### config.mk
export PLATFORM = sky130hd
export DESIGN_NAME = saccade_window_decoder
export DESIGN_NICKNAME = d
export VERILOG_FILES = /design/src/rtl/swd_pkg.sv /design/src/rtl/swd_cfg.sv /design/src/rtl/swd_dp.sv /design/src/rtl/swd_ctrl.sv /design/src/rtl/saccade_window_decoder.sv
export SDC_FILE = /design/constraint.sdc
export NUM_CORES = 1
export LEC_CHECK = 0
export BUFFER_PORTS_ARGS = -buffer_cell sky130_fd_sc_hd__buf_2
export CAP_MARGIN = 20
export CELL_PAD_IN_SITES_DETAIL_PLACEMENT = 1
export CELL_PAD_IN_SITES_GLOBAL_PLACEMENT = 1
export CORE_MARGIN = 1
export CORE_UTILIZATION = 52
export CTS_BUF_LIST = sky130_fd_sc_hd__clkbuf_16
export DETAILED_ROUTE_END_ITERATION = 6
export PLACE_DENSITY_LB_ADDON = 0.1
export SLEW_MARGIN = 20
export SYNTH_ARGS = -nofsm -noshare
export SYNTH_HDL_FRONTEND = slang
export SYNTH_HIERARCHICAL = 1
export SYNTH_SLANG_ARGS = --single-unit
### constraint.sdc
create_clock -name clk -period 17.8 [get_ports clk]
set_clock_uncertainty 0.15 [all_clocks]
set_input_delay 4.45 -clock clk [delete_from_list [all_inputs] [get_ports clk]]
set_output_delay 4.45 -clock clk [all_outputs]
set_load 0.1 [all_outputs]
### src/rtl/swd_pkg.sv
`default_nettype none
// ----------------------------------------------------------------------------
// swd_pkg
// Shared types and constants of the saccade window decoder: register
// indexes, mode bits, controller commands and datapath status.
// ----------------------------------------------------------------------------
package swd_pkg;

  localparam int CFG_INDEX_BITS = 3;
  localparam int ZOOM_FIELD_BITS = 2;
  localparam int DEPTH_FIELD_BITS = 3;

  // Register indexes of the configuration port
  localparam logic [CFG_INDEX_BITS-1:0] REG_IMAGE_WIDTH         = 3'd0;
  localparam logic [CFG_INDEX_BITS-1:0] REG_IMAGE_HEIGHT        = 3'd1;
  localparam logic [CFG_INDEX_BITS-1:0] REG_SPLIT_BY_THREE      = 3'd2;
  localparam logic [CFG_INDEX_BITS-1:0] REG_MAX_ZOOM_LEVEL      = 3'd3;
  localparam logic [CFG_INDEX_BITS-1:0] REG_LOCK_AT_MAX_ZOOM    = 3'd4;
  localparam logic [CFG_INDEX_BITS-1:0] REG_START_ZOOMED_IN     = 3'd5;
  localparam logic [CFG_INDEX_BITS-1:0] REG_USE_FIXED_THRESHOLD = 3'd6;
  localparam logic [CFG_INDEX_BITS-1:0] REG_THRESHOLD_DEPTH     = 3'd7;

  localparam logic [7:0] FIXED_THRESHOLD       = 8'd160;
  localparam logic [7:0] EMPTY_DEPTH_THRESHOLD = 8'd127;
  localparam logic [7:0] THRESHOLD_TOP         = 8'd255;

  typedef struct packed {
    logic                        split3;
    logic [ZOOM_FIELD_BITS-1:0]  max_zoom;
    logic                        lock_max;
    logic                        start_in;
    logic                        use_fixed;
    logic [DEPTH_FIELD_BITS-1:0] depth;
  } swd_mode_t;

  typedef struct packed {
    logic load;      // capture a new control word
    logic prep;      // resolve the zoom level
    logic split;     // narrow one axis by one level
    logic axis;      // 0 x, 1 y
    logic thresh;    // one bisection step
    logic out_load;  // move the result into the output register
  } swd_cmd_t;

  typedef struct packed {
    logic split_done;
    logic thr_stop;
  } swd_status_t;

endpackage
`default_nettype wire

### src/rtl/swd_cfg.sv
`default_nettype none
// ----------------------------------------------------------------------------
// swd_cfg
// Configuration registers, written through a plain write port.
// ----------------------------------------------------------------------------
module swd_cfg import swd_pkg::*; #(
  parameter int COORD_BITS = 10
) (
  input  wire logic                      clk,
  input  wire logic                      rst,
  input  wire logic                      cfg_write,
  input  wire logic [CFG_INDEX_BITS-1:0] cfg_addr,
  input  wire logic [COORD_BITS-1:0]     cfg_data,
  output swd_mode_t                      mode,
  output logic [COORD_BITS-1:0]          image_width,
  output logic [COORD_BITS-1:0]          image_height
);

  always_ff @(posedge clk) begin
    if (rst) begin
      image_width    <= {COORD_BITS{1'b1}};
      image_height   <= {COORD_BITS{1'b1}};
      mode.split3    <= 1'b1;
      mode.max_zoom  <= 2'd3;
      mode.lock_max  <= 1'b0;
      mode.start_in  <= 1'b0;
      mode.use_fixed <= 1'b1;
      mode.depth     <= 3'd0;
    end else if (cfg_write) begin
      unique case (cfg_addr)
        REG_IMAGE_WIDTH:         image_width    <= cfg_data;
        REG_IMAGE_HEIGHT:        image_height   <= cfg_data;
        REG_SPLIT_BY_THREE:      mode.split3    <= cfg_data[0];
        REG_MAX_ZOOM_LEVEL:      mode.max_zoom  <= cfg_data[ZOOM_FIELD_BITS-1:0];
        REG_LOCK_AT_MAX_ZOOM:    mode.lock_max  <= cfg_data[0];
        REG_START_ZOOMED_IN:     mode.start_in  <= cfg_data[0];
        REG_USE_FIXED_THRESHOLD: mode.use_fixed <= cfg_data[0];
        REG_THRESHOLD_DEPTH:     mode.depth     <= cfg_data[DEPTH_FIELD_BITS-1:0];
      endcase
    end
  end

endmodule
`default_nettype wire

### src/rtl/swd_dp.sv
`default_nettype none
// ----------------------------------------------------------------------------
// swd_dp
// Datapath: input capture, zoom resolution, one shared range splitter that
// narrows x and y in turn, the threshold bisection and the output register.
// ----------------------------------------------------------------------------
module swd_dp import swd_pkg::*; #(
  parameter  int MAX_ZOOM            = 3,
  parameter  int MAX_THRESHOLD_DEPTH = 4,
  parameter  int PHASE_BITS          = 4,
  parameter  int COORD_BITS          = 10,
  localparam int LW = $clog2(MAX_ZOOM + 1),
  localparam int TW = $clog2(MAX_THRESHOLD_DEPTH + 1)
) (
  input  wire logic                             clk,
  input  wire logic                             rst,
  input  wire swd_cmd_t                         cmd,
  input  wire logic [LW-1:0]                    lvl,
  input  wire logic [TW-1:0]                    tk,
  input  wire swd_mode_t                        mode,
  input  wire logic [COORD_BITS-1:0]            image_width,
  input  wire logic [COORD_BITS-1:0]            image_height,
  input  wire logic [PHASE_BITS-1:0]            phase_bits,
  input  wire logic [MAX_ZOOM-1:0]              zoom_bits,
  input  wire logic [2*MAX_ZOOM-1:0]            x_position_bits,
  input  wire logic [2*MAX_ZOOM-1:0]            y_position_bits,
  input  wire logic [2*MAX_THRESHOLD_DEPTH-1:0] threshold_bits,
  output swd_status_t                           status,
  output logic [PHASE_BITS-1:0]                 phase,
  output logic [LW-1:0]                         zoom_level,
  output logic [COORD_BITS-1:0]                 x_start,
  output logic [COORD_BITS-1:0]                 x_end,
  output logic [COORD_BITS-1:0]                 y_start,
  output logic [COORD_BITS-1:0]                 y_end,
  output logic [7:0]                            threshold
);

  // floor(r/3) as (r * RECIP) >> RK, exact for every r below 2**COORD_BITS
  localparam int RK    = COORD_BITS + 2;
  localparam int RECIP = ((1 << RK) + 2) / 3;
  localparam int PW    = COORD_BITS + RK;

  logic [PHASE_BITS-1:0]            ph_r;
  logic [MAX_ZOOM-1:0]              zb_r;
  logic [2*MAX_ZOOM-1:0]            xb_r;
  logic [2*MAX_ZOOM-1:0]            yb_r;
  logic [2*MAX_THRESHOLD_DEPTH-1:0] tb_r;
  logic [LW-1:0]                    zoom_r;
  logic [COORD_BITS-1:0]            xs, xe, ys, ye;
  logic [7:0]                       lo, hi, thr;
  logic                             thr_stop;

  // Zoom level
  logic [LW-1:0] maxz, ones, zoom_next;
  logic          run;

  always_comb begin
    if (int'(mode.max_zoom) > MAX_ZOOM) maxz = LW'(MAX_ZOOM);
    else                                maxz = LW'(mode.max_zoom);
    ones = '0;
    run  = 1'b1;
    for (int i = 0; i < MAX_ZOOM; i++) begin
      if (run && (i < int'(maxz)) && zb_r[i]) ones = ones + LW'(1);
      else                                    run  = 1'b0;
    end
    priority if (mode.lock_max) zoom_next = maxz;
    else if (mode.start_in)     zoom_next = maxz - ones;
    else                        zoom_next = ones;
  end

  // Shared splitter
  logic [COORD_BITS-1:0] cur_s, cur_e, r, q1, q2, half, new_s, new_e;
  logic [2*MAX_ZOOM-1:0] ctl;
  logic [PW-1:0]         prod;
  logic [COORD_BITS+1:0] three_q1;
  logic [1:0]            rem;
  logic                  pick_outer, pick_upper, pick_bin;

  always_comb begin
    cur_s = cmd.axis ? ys : xs;
    cur_e = cmd.axis ? ye : xe;
    ctl   = cmd.axis ? yb_r : xb_r;
    r     = cur_e - cur_s;

    pick_outer = 1'b0;
    pick_upper = 1'b0;
    pick_bin   = 1'b0;
    for (int i = 0; i < MAX_ZOOM; i++) begin
      if (lvl == LW'(i)) begin
        pick_outer = ctl[2*i];
        pick_upper = ctl[2*i+1];
        pick_bin   = ctl[i];
      end
    end

    prod     = PW'(r) * PW'(RECIP);
    q1       = prod[PW-1:RK];
    three_q1 = (COORD_BITS+2)'(q1) * (COORD_BITS+2)'(3);
    rem      = 2'((COORD_BITS+2)'(r) - three_q1);
    q2       = COORD_BITS'({q1, 1'b0}) + COORD_BITS'(rem == 2'd2);
    half     = r >> 1;

    if (mode.split3) begin
      priority if (pick_outer && pick_upper) begin
        new_s = cur_s + q2;
        new_e = cur_e;
      end else if (pick_outer) begin
        new_s = cur_s;
        new_e = cur_s + q1;
      end else begin
        new_s = cur_s + q1;
        new_e = cur_s + q2;
      end
    end else if (pick_bin) begin
      new_s = cur_s + half;
      new_e = cur_e;
    end else begin
      new_s = cur_s;
      new_e = cur_s + half;
    end
  end

  // Bisection step
  logic [7:0] mid;
  logic       t_cont, t_up;

  always_comb begin
    mid    = lo + ((hi - lo) >> 1);
    t_cont = 1'b0;
    t_up   = 1'b0;
    for (int i = 0; i < MAX_THRESHOLD_DEPTH; i++) begin
      if (tk == TW'(i)) begin
        t_cont = tb_r[2*i];
        t_up   = tb_r[2*i+1];
      end
    end
  end

  assign status.split_done = (lvl == zoom_r);
  assign status.thr_stop   = thr_stop;

  always_ff @(posedge clk) begin
    if (rst) begin
      thr_stop <= 1'b0;
    end else if (cmd.load) begin
      thr_stop <= 1'b0;
    end else if (cmd.thresh && !t_cont) begin
      thr_stop <= 1'b1;
    end
  end

  always_ff @(posedge clk) begin
    if (cmd.load) begin
      ph_r <= phase_bits;
      zb_r <= zoom_bits;
      xb_r <= x_position_bits;
      yb_r <= y_position_bits;
      tb_r <= threshold_bits;
      xs   <= '0;
      xe   <= image_width;
      ys   <= '0;
      ye   <= image_height;
      lo   <= '0;
      hi   <= THRESHOLD_TOP;
      thr  <= EMPTY_DEPTH_THRESHOLD;
    end
    if (cmd.prep) zoom_r <= zoom_next;
    if (cmd.split) begin
      if (cmd.axis) begin
        ys <= new_s;
        ye <= new_e;
      end else begin
        xs <= new_s;
        xe <= new_e;
      end
    end
    if (cmd.thresh) begin
      thr <= mid;
      if (t_cont) begin
        if (t_up) lo <= mid;
        else      hi <= mid + 8'd1;
      end
    end
    if (cmd.out_load) begin
      phase      <= ph_r;
      zoom_level <= zoom_r;
      x_start    <= xs;
      x_end      <= xe;
      y_start    <= ys;
      y_end      <= ye;
      threshold  <= mode.use_fixed ? FIXED_THRESHOLD : thr;
    end
  end

endmodule
`default_nettype wire

### src/rtl/swd_ctrl.sv
`default_nettype none
// ----------------------------------------------------------------------------
// swd_ctrl
// Controller: sequences capture, zoom resolution, the split levels (x then
// y per level), the bisection steps and the load of the output register.
// ----------------------------------------------------------------------------
module swd_ctrl import swd_pkg::*; #(
  parameter  int MAX_ZOOM            = 3,
  parameter  int MAX_THRESHOLD_DEPTH = 4,
  localparam int LW = $clog2(MAX_ZOOM + 1),
  localparam int TW = $clog2(MAX_THRESHOLD_DEPTH + 1)
) (
  input  wire logic        clk,
  input  wire logic        rst,
  input  wire logic        in_valid,
  output logic             in_ready,
  output logic             out_valid,
  input  wire logic        out_ready,
  input  wire swd_mode_t   mode,
  input  wire swd_status_t status,
  output swd_cmd_t         cmd,
  output logic [LW-1:0]    lvl,
  output logic [TW-1:0]    tk
);

  localparam logic [2:0] S_IDLE   = 3'd0;
  localparam logic [2:0] S_PREP   = 3'd1;
  localparam logic [2:0] S_SPLIT  = 3'd2;
  localparam logic [2:0] S_THRESH = 3'd3;
  localparam logic [2:0] S_FINISH = 3'd4;

  logic [2:0]    state;
  logic          axis;
  logic [TW-1:0] depth_eff;
  logic          thr_done;

  always_comb begin
    if (mode.use_fixed)                                depth_eff = '0;
    else if (int'(mode.depth) > MAX_THRESHOLD_DEPTH)   depth_eff = TW'(MAX_THRESHOLD_DEPTH);
    else                                               depth_eff = TW'(mode.depth);
  end

  assign thr_done     = (tk == depth_eff) || status.thr_stop;
  assign in_ready     = (state == S_IDLE);
  assign cmd.load     = in_valid && in_ready;
  assign cmd.prep     = (state == S_PREP);
  assign cmd.split    = (state == S_SPLIT) && !status.split_done;
  assign cmd.axis     = axis;
  assign cmd.thresh   = (state == S_THRESH) && !thr_done;
  assign cmd.out_load = (state == S_FINISH) && (!out_valid || out_ready);

  always_ff @(posedge clk) begin
    if (rst) begin
      state <= S_IDLE;
      axis  <= 1'b0;
      lvl   <= '0;
      tk    <= '0;
    end else begin
      unique case (state)
        S_IDLE: begin
          if (cmd.load) begin
            state <= S_PREP;
            axis  <= 1'b0;
            lvl   <= '0;
            tk    <= '0;
          end
        end
        S_PREP: state <= S_SPLIT;
        S_SPLIT: begin
          if (status.split_done) begin
            state <= S_THRESH;
          end else begin
            // advance the level once both axes are narrowed
            axis <= ~axis;
            if (axis) lvl <= lvl + LW'(1);
          end
        end
        S_THRESH: begin
          if (thr_done) state <= S_FINISH;
          else          tk    <= tk + TW'(1);
        end
        S_FINISH: begin
          if (cmd.out_load) state <= S_IDLE;
        end
        default: state <= S_IDLE;
      endcase
    end
  end

  always_ff @(posedge clk) begin
    if (rst) begin
      out_valid <= 1'b0;
    end else if (cmd.out_load) begin
      out_valid <= 1'b1;
    end else if (out_ready) begin
      out_valid <= 1'b0;
    end
  end

`ifndef SYNTH
  a_load_to_prep: assert property (@(posedge clk) disable iff (rst)
    cmd.load |=> state == S_PREP)
    else $error("capture did not start zoom resolution");

  a_lvl_range: assert property (@(posedge clk) disable iff (rst)
    int'(lvl) <= MAX_ZOOM)
    else $error("split level beyond maximum zoom");

  a_tk_range: assert property (@(posedge clk) disable iff (rst)
    state == S_THRESH |-> tk <= depth_eff)
    else $error("bisection step beyond depth");

  a_out_drop: assert property (@(posedge clk) disable iff (rst)
    $fell(out_valid) |-> $past(out_ready))
    else $error("result dropped without transfer");
`endif

endmodule
`default_nettype wire

### src/rtl/saccade_window_decoder.sv
`default_nettype none
// ----------------------------------------------------------------------------
// saccade_window_decoder
// Decodes one control word into a phase, a zoom level, an x/y view window
// and a binarization threshold.
// ----------------------------------------------------------------------------
// Usage:
//   Input channel in_valid/in_ready carries one control word per transfer;
//   output channel out_valid/out_ready carries one result per control word.
//   Configuration is written through cfg_write/cfg_addr/cfg_data while idle.
//   One word is decoded at a time: from its transfer to the load of the output
//   register, a word goes through zoom resolution, Z split levels (Z the zoom
//   level) and T bisection steps (T at most the threshold depth, none with
//   the fixed threshold). The x and y ranges share one splitter, so each zoom
//   level narrows x and then y; the bisection steps follow the split levels.
//   The next word is taken as soon as the result is in the output register,
//   even while that result waits. A stalled receiver holds the result; the
//   decoder then waits with the following word's result until it is taken.
//   Synchronous reset clears the controller, empties the output register
//   and restores the configuration defaults.
// ----------------------------------------------------------------------------
module saccade_window_decoder import swd_pkg::*; #(
  parameter  int MAX_ZOOM            = 3,
  parameter  int MAX_THRESHOLD_DEPTH = 4,
  parameter  int PHASE_BITS          = 4,
  parameter  int COORD_BITS          = 10,
  localparam int LW = $clog2(MAX_ZOOM + 1),
  localparam int TW = $clog2(MAX_THRESHOLD_DEPTH + 1)
) (
  input  wire logic                             clk,
  input  wire logic                             rst,
  input  wire logic                             cfg_write,
  input  wire logic [CFG_INDEX_BITS-1:0]        cfg_addr,
  input  wire logic [COORD_BITS-1:0]            cfg_data,
  input  wire logic                             in_valid,
  output logic                                  in_ready,
  input  wire logic [PHASE_BITS-1:0]            phase_bits,
  input  wire logic [MAX_ZOOM-1:0]              zoom_bits,
  input  wire logic [2*MAX_ZOOM-1:0]            x_position_bits,
  input  wire logic [2*MAX_ZOOM-1:0]            y_position_bits,
  input  wire logic [2*MAX_THRESHOLD_DEPTH-1:0] threshold_bits,
  output logic                                  out_valid,
  input  wire logic                             out_ready,
  output logic [PHASE_BITS-1:0]                 phase,
  output logic [LW-1:0]                         zoom_level,
  output logic [COORD_BITS-1:0]                 x_start,
  output logic [COORD_BITS-1:0]                 x_end,
  output logic [COORD_BITS-1:0]                 y_start,
  output logic [COORD_BITS-1:0]                 y_end,
  output logic [7:0]                            threshold
);

  swd_mode_t             mode;
  swd_cmd_t              cmd;
  swd_status_t           status;
  logic [COORD_BITS-1:0] image_width;
  logic [COORD_BITS-1:0] image_height;
  logic [LW-1:0]         lvl;
  logic [TW-1:0]         tk;

  swd_cfg #(
    .COORD_BITS (COORD_BITS)
  ) u_cfg (
    .clk          (clk),
    .rst          (rst),
    .cfg_write    (cfg_write),
    .cfg_addr     (cfg_addr),
    .cfg_data     (cfg_data),
    .mode         (mode),
    .image_width  (image_width),
    .image_height (image_height)
  );

  swd_ctrl #(
    .MAX_ZOOM            (MAX_ZOOM),
    .MAX_THRESHOLD_DEPTH (MAX_THRESHOLD_DEPTH)
  ) u_ctrl (
    .clk       (clk),
    .rst       (rst),
    .in_valid  (in_valid),
    .in_ready  (in_ready),
    .out_valid (out_valid),
    .out_ready (out_ready),
    .mode      (mode),
    .status    (status),
    .cmd       (cmd),
    .lvl       (lvl),
    .tk        (tk)
  );

  swd_dp #(
    .MAX_ZOOM            (MAX_ZOOM),
    .MAX_THRESHOLD_DEPTH (MAX_THRESHOLD_DEPTH),
    .PHASE_BITS          (PHASE_BITS),
    .COORD_BITS          (COORD_BITS)
  ) u_dp (
    .clk             (clk),
    .rst             (rst),
    .cmd             (cmd),
    .lvl             (lvl),
    .tk              (tk),
    .mode            (mode),
    .image_width     (image_width),
    .image_height    (image_height),
    .phase_bits      (phase_bits),
    .zoom_bits       (zoom_bits),
    .x_position_bits (x_position_bits),
    .y_position_bits (y_position_bits),
    .threshold_bits  (threshold_bits),
    .status          (status),
    .phase           (phase),
    .zoom_level      (zoom_level),
    .x_start         (x_start),
    .x_end           (x_end),
    .y_start         (y_start),
    .y_end           (y_end),
    .threshold       (threshold)
  );

endmodule
`default_nettype wire

==> out/results.txt, run 1 <==
The worst register-to-register path has a depth of 37. The H-tree was split into 4 levels. The run gives 0 as the final count of pins violating max slew.

The area of the die was 24,300 sq um. The total area inside the core boundary comes to 22,900 sq um. The run finished with clean final reports.

The share of final-layout standard cells stronger than drive strength 1 works out to 0.145. The launch point of the worst hold path is u_dp/ph_r[3]. Synthesis instantiated 86 different standard cells from the library. In this design, the critical path's most frequently occurring cell is ha_1. For this run, the detailed router's first-pass iteration total came to 5. The final layout contains 1,517 nets. The routed layout has 10,100 vias.

The endpoint type of the worst setup path was a flop. On the worst path, the slowest cell contributes a delay of 0.56 ns. The pin count of the biggest net entering global routing was 77. The commonest cells after synthesis are ha_1 (112), nor2_1 (101), dfxtp_1 (96).

Counting tap cells, the placed design contains a total of 1,629 instances. Wires add up to 36,000 um. Worst-case headroom to the max-slew limit: 0.279. Yosys attributes the largest share of cell area to edfxtp_1 (22%), dfxtp_1 (16%), ha_1 (11%), mux2i_1 (4.9%), fa_1 (4.1%). CTS saw 187 sinks.

For the insertion delay of the later-clocked pin in the worst-skew pair, the log shows 0.43 ns. The startpoint of the worst-slack reg-to-reg timing path was u_ctrl/axis. Endpoint of the worst-slack reg-to-reg timing path: u_dp/ys[8]. The initial antenna violation count came out at 0.

Setup repair after global routing left no endpoint under its margin. Summing all placed instances gives a cell area of 13,100 sq um. The post-CTS resize count was 0; the final clock period utilization by the worst path was 0.591. Worst setup slack before clock tree synthesis: 7.45 ns. The path with the worst hold slack has its endpoint at u_dp/phase[3]. The synthesized area per cell is 9.83 sq um, and the wire length per cell is 21.7 um. The cell count after synthesis came out at 1,254. Arrival time of data at the critical path endpoint: 10.68 ns. The worst hold path belongs to the class flop to flop. The peak fanout along the critical path is 27, and the global placement routability congestion is 0.959. The logs give 17 for the number of buffers added by the clock tree synthesis step and 1,661 for the count of placed standard cells in the final layout, fillers left out. Setup violations remaining at the end of the flow were counted as 0. Counting flops with a built-in enable in the synthesized netlist gives 91. The slowest stage of the critical path belongs to the cell fa_1. During I/O placement, the number of pins put on the boundary was 101.

The cell type with the largest total area after synthesis is edfxtp_1. The area share of the largest cell type after synthesis is 0.222. The most common cell in the synthesized netlist is ha_1. The area growth from synthesis to layout was 11.3%.

The area of the mapped netlist is 12,300 sq um, and the clock input transition at the sequential cells of the worst setup and hold paths is 0.08 ns. The sequential cell area fraction in the yosys report is 0.378. Summed over all failing endpoints, the final setup total negative slack is 0 ns. The minimum period implied by the final worst setup slack is 10.51 ns. Measured along the y axis, the die boundary spans 156 um.

Fill cells in the final layout number 2,610. The transition time at the pin with the least slew margin came out at 1.07 ns. In the synthesized netlist the dominant register cell turns out to be dfxtp_1. For the worst setup path, the data required time is 17.97 ns.

The type of origin of the critical path is a flop. The final hold violation count was 0; the number of cell rows was 55. The worst setup path is of the flop to flop kind.

The count of buffers added on input and output ports is 100. The count of inserted antenna diode cells is 0, and the estimated wirelength of the detail-placed design is 26,600 um. The number of storage elements in the synthesis netlist was 187. The tools report the cell chosen for the clock root as clkbuf_16. For the fmax, the log shows 95.1 MHz. For the all-layer global routing usage, the log shows 0.307.

The async set-or-reset flop fraction in the synthesized netlist was 0; the count of cells along the worst hold path was 0. The number of hold buffers added after CTS was 0. Measured along the x axis, the die boundary spans 156 um. The run gives 0 as the final antenna-violating net count. For this run, design rule violations remaining after detail routing come to 0. Yosys printed 6 warnings. The run gives 0.538 as the starting density of the core. TritonCTS built the clock tree.

Using the TritonRoute via totals, the vias-per-cell ratio works out to 6.08. Once layout is done, the placed cells without fillers occupy 13,700 sq um. The logs give 1,436 for the net count of the mapped netlist and 10,600 for the via count of the first global-routing pass. The run gives 7.29 ns as the worst setup slack after layout.

The detailed router finished its first iteration with 632 violations. After global routing the overflow that remains totals 0. In this run the register-to-register setup slack is 7.29 ns. The tools report the number of max-cap violations as 0. The first global-routing pass estimated 57,500 um of wire. Post-CTS timing repair inserted 0 buffers for setup. For the buffer depth of the longest clock path, the log shows 2.
[critical path, delay by kind of cell, from the launching register on]
kind                       cells  cell delay, ns
adders and majority gates     10            3.79
DFF                            1            0.48
AOI/OAI and AO/OA             12            2.72
buffers and inverters          5            0.83
muxes                          1            0.27
xor gates and xnor gates       6            1.73
and+or+nand+nor                3            0.41
[layout by cell type, fill, tap and decap left out, types with 9 or more instances in the layout]
| master | count |
|---|---|
| dfxtp_1 | 95 |
| and2_1 | 9 |
| a211oi_1 | 31 |
| edfxtp_1 | 91 |
| fa_1 | 25 |
| a21o_1 | 19 |
| buf_4 | 10 |
| xnor2_1 | 43 |
| nand2b_1 | 16 |
| mux2_2 | 15 |
| o21bai_1 | 10 |
| a21oi_1 | 79 |
| xor2_1 | 22 |
| o21ai_0 | 50 |
| nand2_1 | 62 |
| nor2_1 | 100 |
| clkbuf_16 | 17 |
| nor3_1 | 40 |
| ha_1 | 112 |
| nand3_1 | 44 |
| mux2i_1 | 60 |
| buf_2 | 100 |
| nor2b_1 | 28 |
| inv_1 | 90 |
| a31oi_1 | 15 |
[worst max path at each step]
stage / from / endpoint / slack, ns
global placement: u_ctrl/axis / u_dp/xs[8] / 7.90
CTS: u_ctrl/axis / u_dp/ys[8] / 7.28
floorplan: u_ctrl/axis / u_dp/xs[8] / 8.11
finish: u_ctrl/axis / u_dp/ys[8] / 7.29
global route: u_ctrl/axis / u_dp/xs[9] / 6.55
detailed placement: u_ctrl/axis / u_dp/ys[8] / 7.45
[through the flow]
step,hold WS (ns),utilization
final,0.276,0.598
after floorplan,0.250,-
after CTS,0.278,0.598
after global placement,0.251,0.571
after global routing,0.274,0.598
after detailed placement,0.259,0.571
[routing by layer]
layer	wire (um)	track usage	share of wire	vias to the layer above
met5	0	0	0	-
met4	1010	0.109	0.028	0
met3	1570	0.0494	0.044	73
met2	17900	0.537	0.50	284
met1	15500	0.382	0.43	5032
li1	-	-	-	4716
[cells by family (layout without fill, tap and decap cells)]
| family | Yosys count | in the layout | share of synthesized area |
|---|---|---|---|
| fa+ha+maj | 137 | 137 | 0.154 |
| compound gates | 279 | 279 | 0.150 |
| flops | 187 | 187 | 0.378 |
| mux | 80 | 80 | 0.0716 |
| buf+inv | 143 | 237 | 0.0466 |
| xor+xnor | 68 | 68 | 0.0512 |
| simple gates | 360 | 360 | 0.148 |
[area by class of cell]
cell class                      instances  area (sq um)  share of cell area
Inverter                               95           362              0.0264
Clock buffer                           17           425              0.0310
Sequential cell                       187          4660               0.340
Timing Repair Buffer                  110           576              0.0420
Multi-Input combinational cell        924          7100               0.518
Clock inverter                         15           195              0.0142
Tap cell                              313           392              0.0286
Power of run 1 is left out: the tool's default activity adds up to more than one toggle a clock period on the data nets, which glitch-free logic cannot reach.
==> run 2: changes to the inputs <==
--- a/config.mk
+++ b/config.mk
@@ -5,12 +5,13 @@
 export SDC_FILE = /design/constraint.sdc
 export NUM_CORES = 1
 export LEC_CHECK = 0
+export ABC_AREA = 1
 export BUFFER_PORTS_ARGS = -buffer_cell sky130_fd_sc_hd__buf_2
 export CAP_MARGIN = 20
 export CELL_PAD_IN_SITES_DETAIL_PLACEMENT = 1
 export CELL_PAD_IN_SITES_GLOBAL_PLACEMENT = 1
 export CORE_MARGIN = 1
-export CORE_UTILIZATION = 52
+export CORE_UTILIZATION = 41
 export CTS_BUF_LIST = sky130_fd_sc_hd__clkbuf_16
 export DETAILED_ROUTE_END_ITERATION = 6
 export PLACE_DENSITY_LB_ADDON = 0.1
==> constraint.sdc (replaced) <==
create_clock -name clk -period 9.19 [get_ports clk]
set_clock_uncertainty 0.15 [all_clocks]
set_input_delay 2.2975 -clock clk [delete_from_list [all_inputs] [get_ports clk]]
set_output_delay 2.2975 -clock clk [all_outputs]
set_load 0.1 [all_outputs]
==> out/results.txt, run 2 <==
The flow ran to the end, and the final reports show no timing, DRC or antenna violations. The final count of pins violating max slew came out at 0 (unchanged). The kind of critical path is flop to flop. Number of storage elements in the synthesis netlist: 187 (unchanged). The top cell types in the final layout, fill and taps aside, are nand2_1 (339), inv_1 (208), nand3_1 (152). For the final antenna-violating net count, the log shows 0 (unchanged).

The biggest area contributor in the post-synthesis netlist is edfxtp_1. The run gives 0.44 ns (about the same) as the insertion delay of the later-clocked pin in the worst-skew pair. The core box area was 29,000 sq um (+27%). The classification of the worst-slack hold path is flop to flop. The estimated wirelength of the detail-placed design came out at 28,500 um (+7.3%). The number of cell rows is 62 (+13%), and the cell count after synthesis is 1,520 (+21%). The async set-or-reset flop fraction in the synthesized netlist was 0 (unchanged); the post-CTS resize count was 0 (unchanged). The die height was 175 um (+12%). The final clock period utilization by the worst path is 0.924 (+0.333). Area share of the largest cell type after synthesis: 0.223 (+0.00127).

For the H-tree depth, the log shows 4 (unchanged). The critical path required time came out at 9.38 ns (-8.59 ns). The run gives 3,606 (+38%) as the final-layout fill cell count. The synthesized area per cell is 8.06 sq um (-18%), and the global placement routability congestion is 0.936 (-2.4%). The share of final-layout standard cells stronger than drive strength 1 was 0.127 (-0.0176). The tools report the number of sinks driven by the clock tree as 187 (unchanged). The arrival time of data at the critical path endpoint is 8.68 ns (-2.00 ns). The count of different cell masters after synthesis came out at 46 (-47%).

The net count of the mapped netlist is 1,702 (+19%), and the starting DRC count in detailed routing is 634 (+0.32%). Minimum period implied by the final worst setup slack: 8.49 ns (-2.02 ns). The number of nets in the final layout is 1,798 (+19%), and the warning count from the yosys run is 6 (unchanged).

The leftover overflow at the end of global routing is 0 (unchanged). The run gives 0.244 (-0.0628) as the all-layer global routing usage. For the global-route wire length before repair, the log shows 58,600 um (+1.9%).

The buffer depth of the longest clock path was 2 (unchanged); the worst setup slack before clock tree synthesis was 0.421 ns (-7.03 ns). I/O pin count: 101 (unchanged). The run gives 0.320 (+0.0414) as the worst-case headroom to the max-slew limit.

For the wire length reported by the detailed router, the log shows 36,500 um (+1.4%). Sorting the synthesized cells by area gives the leading types as edfxtp_1 (22%), dfxtp_1 (16%), ha_1 (11%), nand2_1 (10%), inv_1 (6.4%). The starting density of the core was 0.422 (-0.115). The prevailing post-synth register cell was dfxtp_1.

The number of synthesized flops with an enable pin was 91 (unchanged). The peak fanout along the critical path was 20 (-26%); the count of unresolved DRC violations after routing was 0 (unchanged). The via density per instance works out to 5.26 (-14%). The number of max-cap violations came out at 0 (unchanged). The wire length per cell works out to 18.1 um (-16%).

The pin count of the biggest net entering global routing came out at 62 (-19%). For the count of inserted antenna diode cells, the log shows 0 (unchanged). The transition time at the pin with the least slew margin works out to 1.02 ns (-0.0500 ns). The run gives 118 MHz (+24%) as the fmax.

The type of origin of the critical path was a flop. The endpoint type of the worst setup path is a flop. The most frequent standard cell in the layout excluding fill and tap cells was nand2_1.

The logs give 0 ns (unchanged) for the total negative setup slack and 17 (unchanged) for the number of buffers added by the clock tree synthesis step. The most common cell type on the critical path is nand2_1. The delay of the slowest critical-path stage is 0.65 ns (+0.09 ns), and the worst setup slack after layout is 0.700 ns (-6.59 ns).

The logs give 30,600 sq um (+26%) for the area of the die and 5 (unchanged) for the number of detailed-route iterations in the first pass. The tools report the detailed-route via count as 10,600 (+4.8%). The final hold violation count is 0 (unchanged). The run gives 0 (unchanged) as the setup-violating endpoint count in the final report. The number of buffers inserted by port buffering was 100 (unchanged). The tools report the sequential cell area fraction in the yosys report as 0.380 (+0.00216). The area growth from synthesis to layout was 12.9%; the clock input transition at the sequential cells of the worst setup and hold paths was 0.08 ns (about the same).

The run gives 0 (unchanged) as the initial antenna violation count. TritonCTS built the clock tree. The run gives 12,300 sq um (-0.57%) as the area of the mapped netlist. The commonest cells after synthesis are nand2_1 (340), inv_1 (209), nand3_1 (152). The die extent in x works out to 175 um (+12%). Among all cell types in the netlist, the one instantiated most often is nand2_1.

Cell chosen for the clock root: clkbuf_16. The tools report the via count of the first global-routing pass as 11,000 (+3.7%). The cts-stage hold buffer count is 0 (unchanged). Setup repair after global routing left no endpoint under its margin. Setup fix buffers added after clock tree synthesis: 0 (unchanged). The standard cell with the maximum stage delay on the critical path is o21ai_0. The worst hold margin is 0.276 ns (+0.000889 ns).
[run 2: cells by family after synthesis]
family | synth area share
buffers and inverters | 0.0846
flip-flops | 0.380
AND/OR/NAND/NOR | 0.227
AO/OA/AOI/OAI | 0.108
XOR/XNOR | 0.0458
adder cells (fa/ha/maj) | 0.155
[run 2: final cells by class]
class / instances / area, sq um / area share
timing repair buffer: 115 / 626 / 0.0452
tap: 384 / 480 / 0.0347
inverter: 222 / 836 / 0.0604
multi-input combinational: 1073 / 6610 / 0.478
clock buffer: 17 / 425 / 0.0308
sequential: 187 / 4660 / 0.337
clock inverter: 15 / 191 / 0.0138
[run 2: routing by layer]
| metal | vias to the layer above | wire length (um) | global-route usage | share of wire |
|---|---|---|---|---|
| li1 | 5209 | - | - | - |
| met1 | 5140 | 16800 | 0.318 | 0.46 |
| met5 | - | 0 | 0 | 0 |
| met3 | 44 | 1090 | 0.0283 | 0.030 |
| met4 | 0 | 786 | 0.0736 | 0.022 |
| met2 | 194 | 17900 | 0.423 | 0.49 |
[run 2: final timing paths]
path,to,slack [ns],cells past startpoint,startpoint
min,u_dp/phase[1],0.28,0,u_dp/ph_r[1]
max reg2reg,u_dp/xe[6],0.70,43,u_ctrl/axis
max,u_dp/xe[6],0.70,43,u_ctrl/axis
min reg2reg,u_dp/phase[1],0.28,0,u_dp/ph_r[1]
[run 2: stage by stage]
stage,instance area (sq um),utilization,instances
after floorplan,12300,-,1520
after global placement,13200,0.454,1981
after detailed placement,13200,0.454,1981
after CTS,13800,0.475,2013
after global routing,13800,0.477,2013
final,13800,0.477,2013
[run 2: critical path: cells and delay by family, from the launching register on]
family                     cells  cell delay (ns)
xor gates and xnor gates       5             0.87
DFF                            1             0.38
adders and majority gates     10             3.65
and+or+nand+nor               14             1.13
buffers and inverters          8             0.85
AOI/OAI and AO/OA              6             1.35
Power of run 2 is left out for the same reason.
==> run 3: changes to the inputs <==
--- a/config.mk
+++ b/config.mk
@@ -11,8 +11,8 @@
 export CELL_PAD_IN_SITES_DETAIL_PLACEMENT = 1
 export CELL_PAD_IN_SITES_GLOBAL_PLACEMENT = 1
 export CORE_MARGIN = 1
-export CORE_UTILIZATION = 41
-export CTS_BUF_LIST = sky130_fd_sc_hd__clkbuf_16
+export CORE_UTILIZATION = 42
+export CTS_BUF_LIST = sky130_fd_sc_hd__clkbuf_4
 export DETAILED_ROUTE_END_ITERATION = 6
 export PLACE_DENSITY_LB_ADDON = 0.1
 export SLEW_MARGIN = 20
==> constraint.sdc (replaced) <==
create_clock -name clk -period 9.19 [get_ports clk]
set_clock_uncertainty 0.15 [all_clocks]
set_input_delay 2.2975 -clock clk [delete_from_list [all_inputs] [get_ports clk]]
set_output_delay 2.2975 -clock clk [all_outputs]
set_load 0.005 [all_outputs]
==> out/results.txt, run 3 (synthesis results as in run 2) <==
The run finished with clean final reports. The tools report the startpoint of the worst setup timing path as u_ctrl/axis. For the setup-violating endpoint count in the final report, the log shows 0 (unchanged). Busiest layer in global routing: met2.

The H-tree depth was 4 (unchanged). Number of buffers added by the clock tree synthesis step: 17 (unchanged). For the number of detailed-route iterations in the first pass, the log shows 5 (unchanged).

TritonCTS built the clock tree. The initial antenna violation count is 1 (+1), and the count of cells along the worst hold path is 0 (unchanged). The final clock period utilization by the worst path is 0.931 (+0.00744). The leftover overflow at the end of global routing came out at 0 (unchanged). The run gives 10,700 (-3.1%) as the via count of the first global-routing pass.

The final hold violation count is 0 (unchanged), and the count of unresolved DRC violations after routing is 0 (unchanged). The logs give 62 (unchanged) for the number of cell rows and 117 MHz (-0.80%) for the fmax. The clock input transition at the sequential cells of the worst setup and hold paths works out to 0.18 ns (+0.10 ns). The share of final-layout standard cells stronger than drive strength 1 was 0.125 (-0.00238). Estimated wirelength of the detail-placed design: 27,600 um (-3.1%). For the final-layout fill cell count, the log shows 3,609 (+0.083%). The met3 usage was 0.0385 (+0.0102); the detailed-route via count was 10,400 (-1.8%).

The buffer depth of the longest clock path was 2 (unchanged). The pin count of the biggest net entering global routing was 63 (+1.6%). The number of nets in the final layout came out at 1,797 (-0.056%). The number of max-cap violations was 0 (unchanged); the wire length per cell was 17.2 um (-5.1%). The starting DRC count in detailed routing is 520 (-18%). In this run the worst hold path is classified as flop to flop. For the starting density of the core, the log shows 0.427 (+0.00456).

The tools report the startpoint of the worst-slack reg-to-reg timing path as u_ctrl/axis. For the arrival time of data at the critical path endpoint, the log shows 8.91 ns (+0.23 ns). The critical path required time is 9.54 ns (+0.16 ns), and the wire length reported by the detailed router is 34,700 um (-5.1%).

The run gives 101 (unchanged) as the I/O pin count. The global-route wire length before repair is 56,300 um (-3.8%). Endpoint of the worst-slack reg-to-reg timing path: u_dp/xe[6]. The tools report the worst-case headroom to the max-slew limit as 0.300 (-0.0198). The minimum period implied by the final worst setup slack was 8.56 ns (+0.0684 ns). In this design, the critical path's most frequently occurring cell is nand2_1. Die height: 173 um (-1.2%). The tools report the endpoint type of the worst setup path as a flop. The worst hold path begins at u_dp/ph_r[2]. The run gives 0.238 (-0.00646) as the all-layer global routing usage. Kind of critical path: flop to flop. The tools report the core box area as 28,700 sq um (-1.1%). The standard cell with the maximum stage delay on the critical path was fa_1.

For the global placement routability congestion, the log shows 0.930 (-0.65%). The number of buffers inserted by port buffering works out to 100 (unchanged). The run gives 0.416 (-0.00745) as the met2 track demand over resource. The delay of the slowest critical-path stage works out to 0.56 ns (-0.09 ns).

The worst setup slack for register-to-register paths came out at 0.63 ns (-0.07 ns). The worst setup path is launched from a flop. The transition time at the pin with the least slew margin works out to 1.05 ns (+0.0296 ns). The worst hold endpoint was u_dp/phase[2]. The depth of the most critical reg-to-reg path works out to 46 (+7.0%). The number of sinks driven by the clock tree came out at 187 (unchanged).

Leaving out fill and tap cells, the most frequent cell in the layout is nand2_1. In the layout the commonest cells are nand2_1 (340), inv_1 (208), nand3_1 (152). The utilization of the core after routing was 0.469 (-0.00736). Via density per instance: 5.16 (-1.8%). The final antenna-violating net count was 0 (unchanged); the insertion delay of the later-clocked pin in the worst-skew pair was 0.61 ns (+0.17 ns). The run gives 0 (unchanged) as the final count of pins violating max slew.

Relative to the synthesized area, the layout overhead comes to 9.94%. The met1 usage is 0.308 (-0.00996), and the peak fanout along the critical path is 15 (-25%). The die extent in x came out at 173 um (-1.2%). Clock tree synthesis selected as its root buffer the cell clkbuf_4.

The area of the die is 29,900 sq um (-2.4%).
-- run 3: cell count changes in the layout (fill, tap and decap cells not counted), moves of 3 or more --
| cell | before | now |
|---|---|---|
| clkbuf_16 | 17 | 0 |
| clkbuf_4 | 0 | 17 |
| inv_6 | 4 | 1 |
| o21ai_2 | 4 | 7 |
-- run 3: critical path: cells and delay by family (launching register included) --
kind            cells  cell delay [ns]
compound gates      5             0.69
xor+xnor            5             0.94
fa+ha+maj          11             3.92
buf+inv             7             0.66
flops               1             0.43
simple gates       18             1.66
-- run 3: metal layers --
metal	vias to the layer above	routed length, um
met1	4986	16000
li1	5222	-
met3	26	1170
met2	158	17000
met4	0	451
met5	-	0
-- run 3: worst max-delay path by stage --
stage,endpoint,slack (ns),cells past startpoint
finish,u_dp/xe[6],0.63,46
global route,u_dp/xe[6],-0.004,47
CTS,u_dp/xe[6],0.05,47
detailed placement,u_dp/xe[6],0.09,47
global placement,u_dp/xe[6],0.43,47
floorplan,u_dp/xe[6],0.78,47
-- run 3: repair_timing --
item / 4_1_cts / 5_1_grt
setup endpoints to repair: 0 / 32
buffers inserted: 0 / 2
hold buffers: 0 / 0
gates resized for setup: 0 / 16
-- run 3: layout make-up --
| type | instances | area, sq um | area share |
|---|---|---|---|
| multi-input cells | 1073 | 6590 | 0.489 |
| clock inverters | 15 | 171 | 0.0127 |
| well taps | 384 | 480 | 0.0357 |
| diodes | 1 | 2.50 | 0.000186 |
| flip-flops and latches | 187 | 4660 | 0.346 |
| clock buffers | 17 | 128 | 0.00948 |
| inverters | 222 | 833 | 0.0619 |
| repair buffers | 114 | 609 | 0.0452 |
-- run 3: through the flow --
| stage | worst slack (ns) | hold WS [ns] | instances | setup TNS (ns) | instance area (sq um) |
|---|---|---|---|---|---|
| floorplan | 0.784 | 0.250 | 1520 | 0 | 12300 |
| global placement | 0.434 | 0.253 | 1978 | 0 | 13100 |
| detailed placement | 0.0897 | 0.261 | 1978 | 0 | 13100 |
| CTS | 0.0485 | 0.302 | 2010 | 0 | 13400 |
| global route | -0.00419 | 0.312 | 2013 | -0.00419 | 13500 |
| finish | 0.631 | 0.298 | 2013 | 0 | 13500 |
Power of run 3 is left out for the same reason.
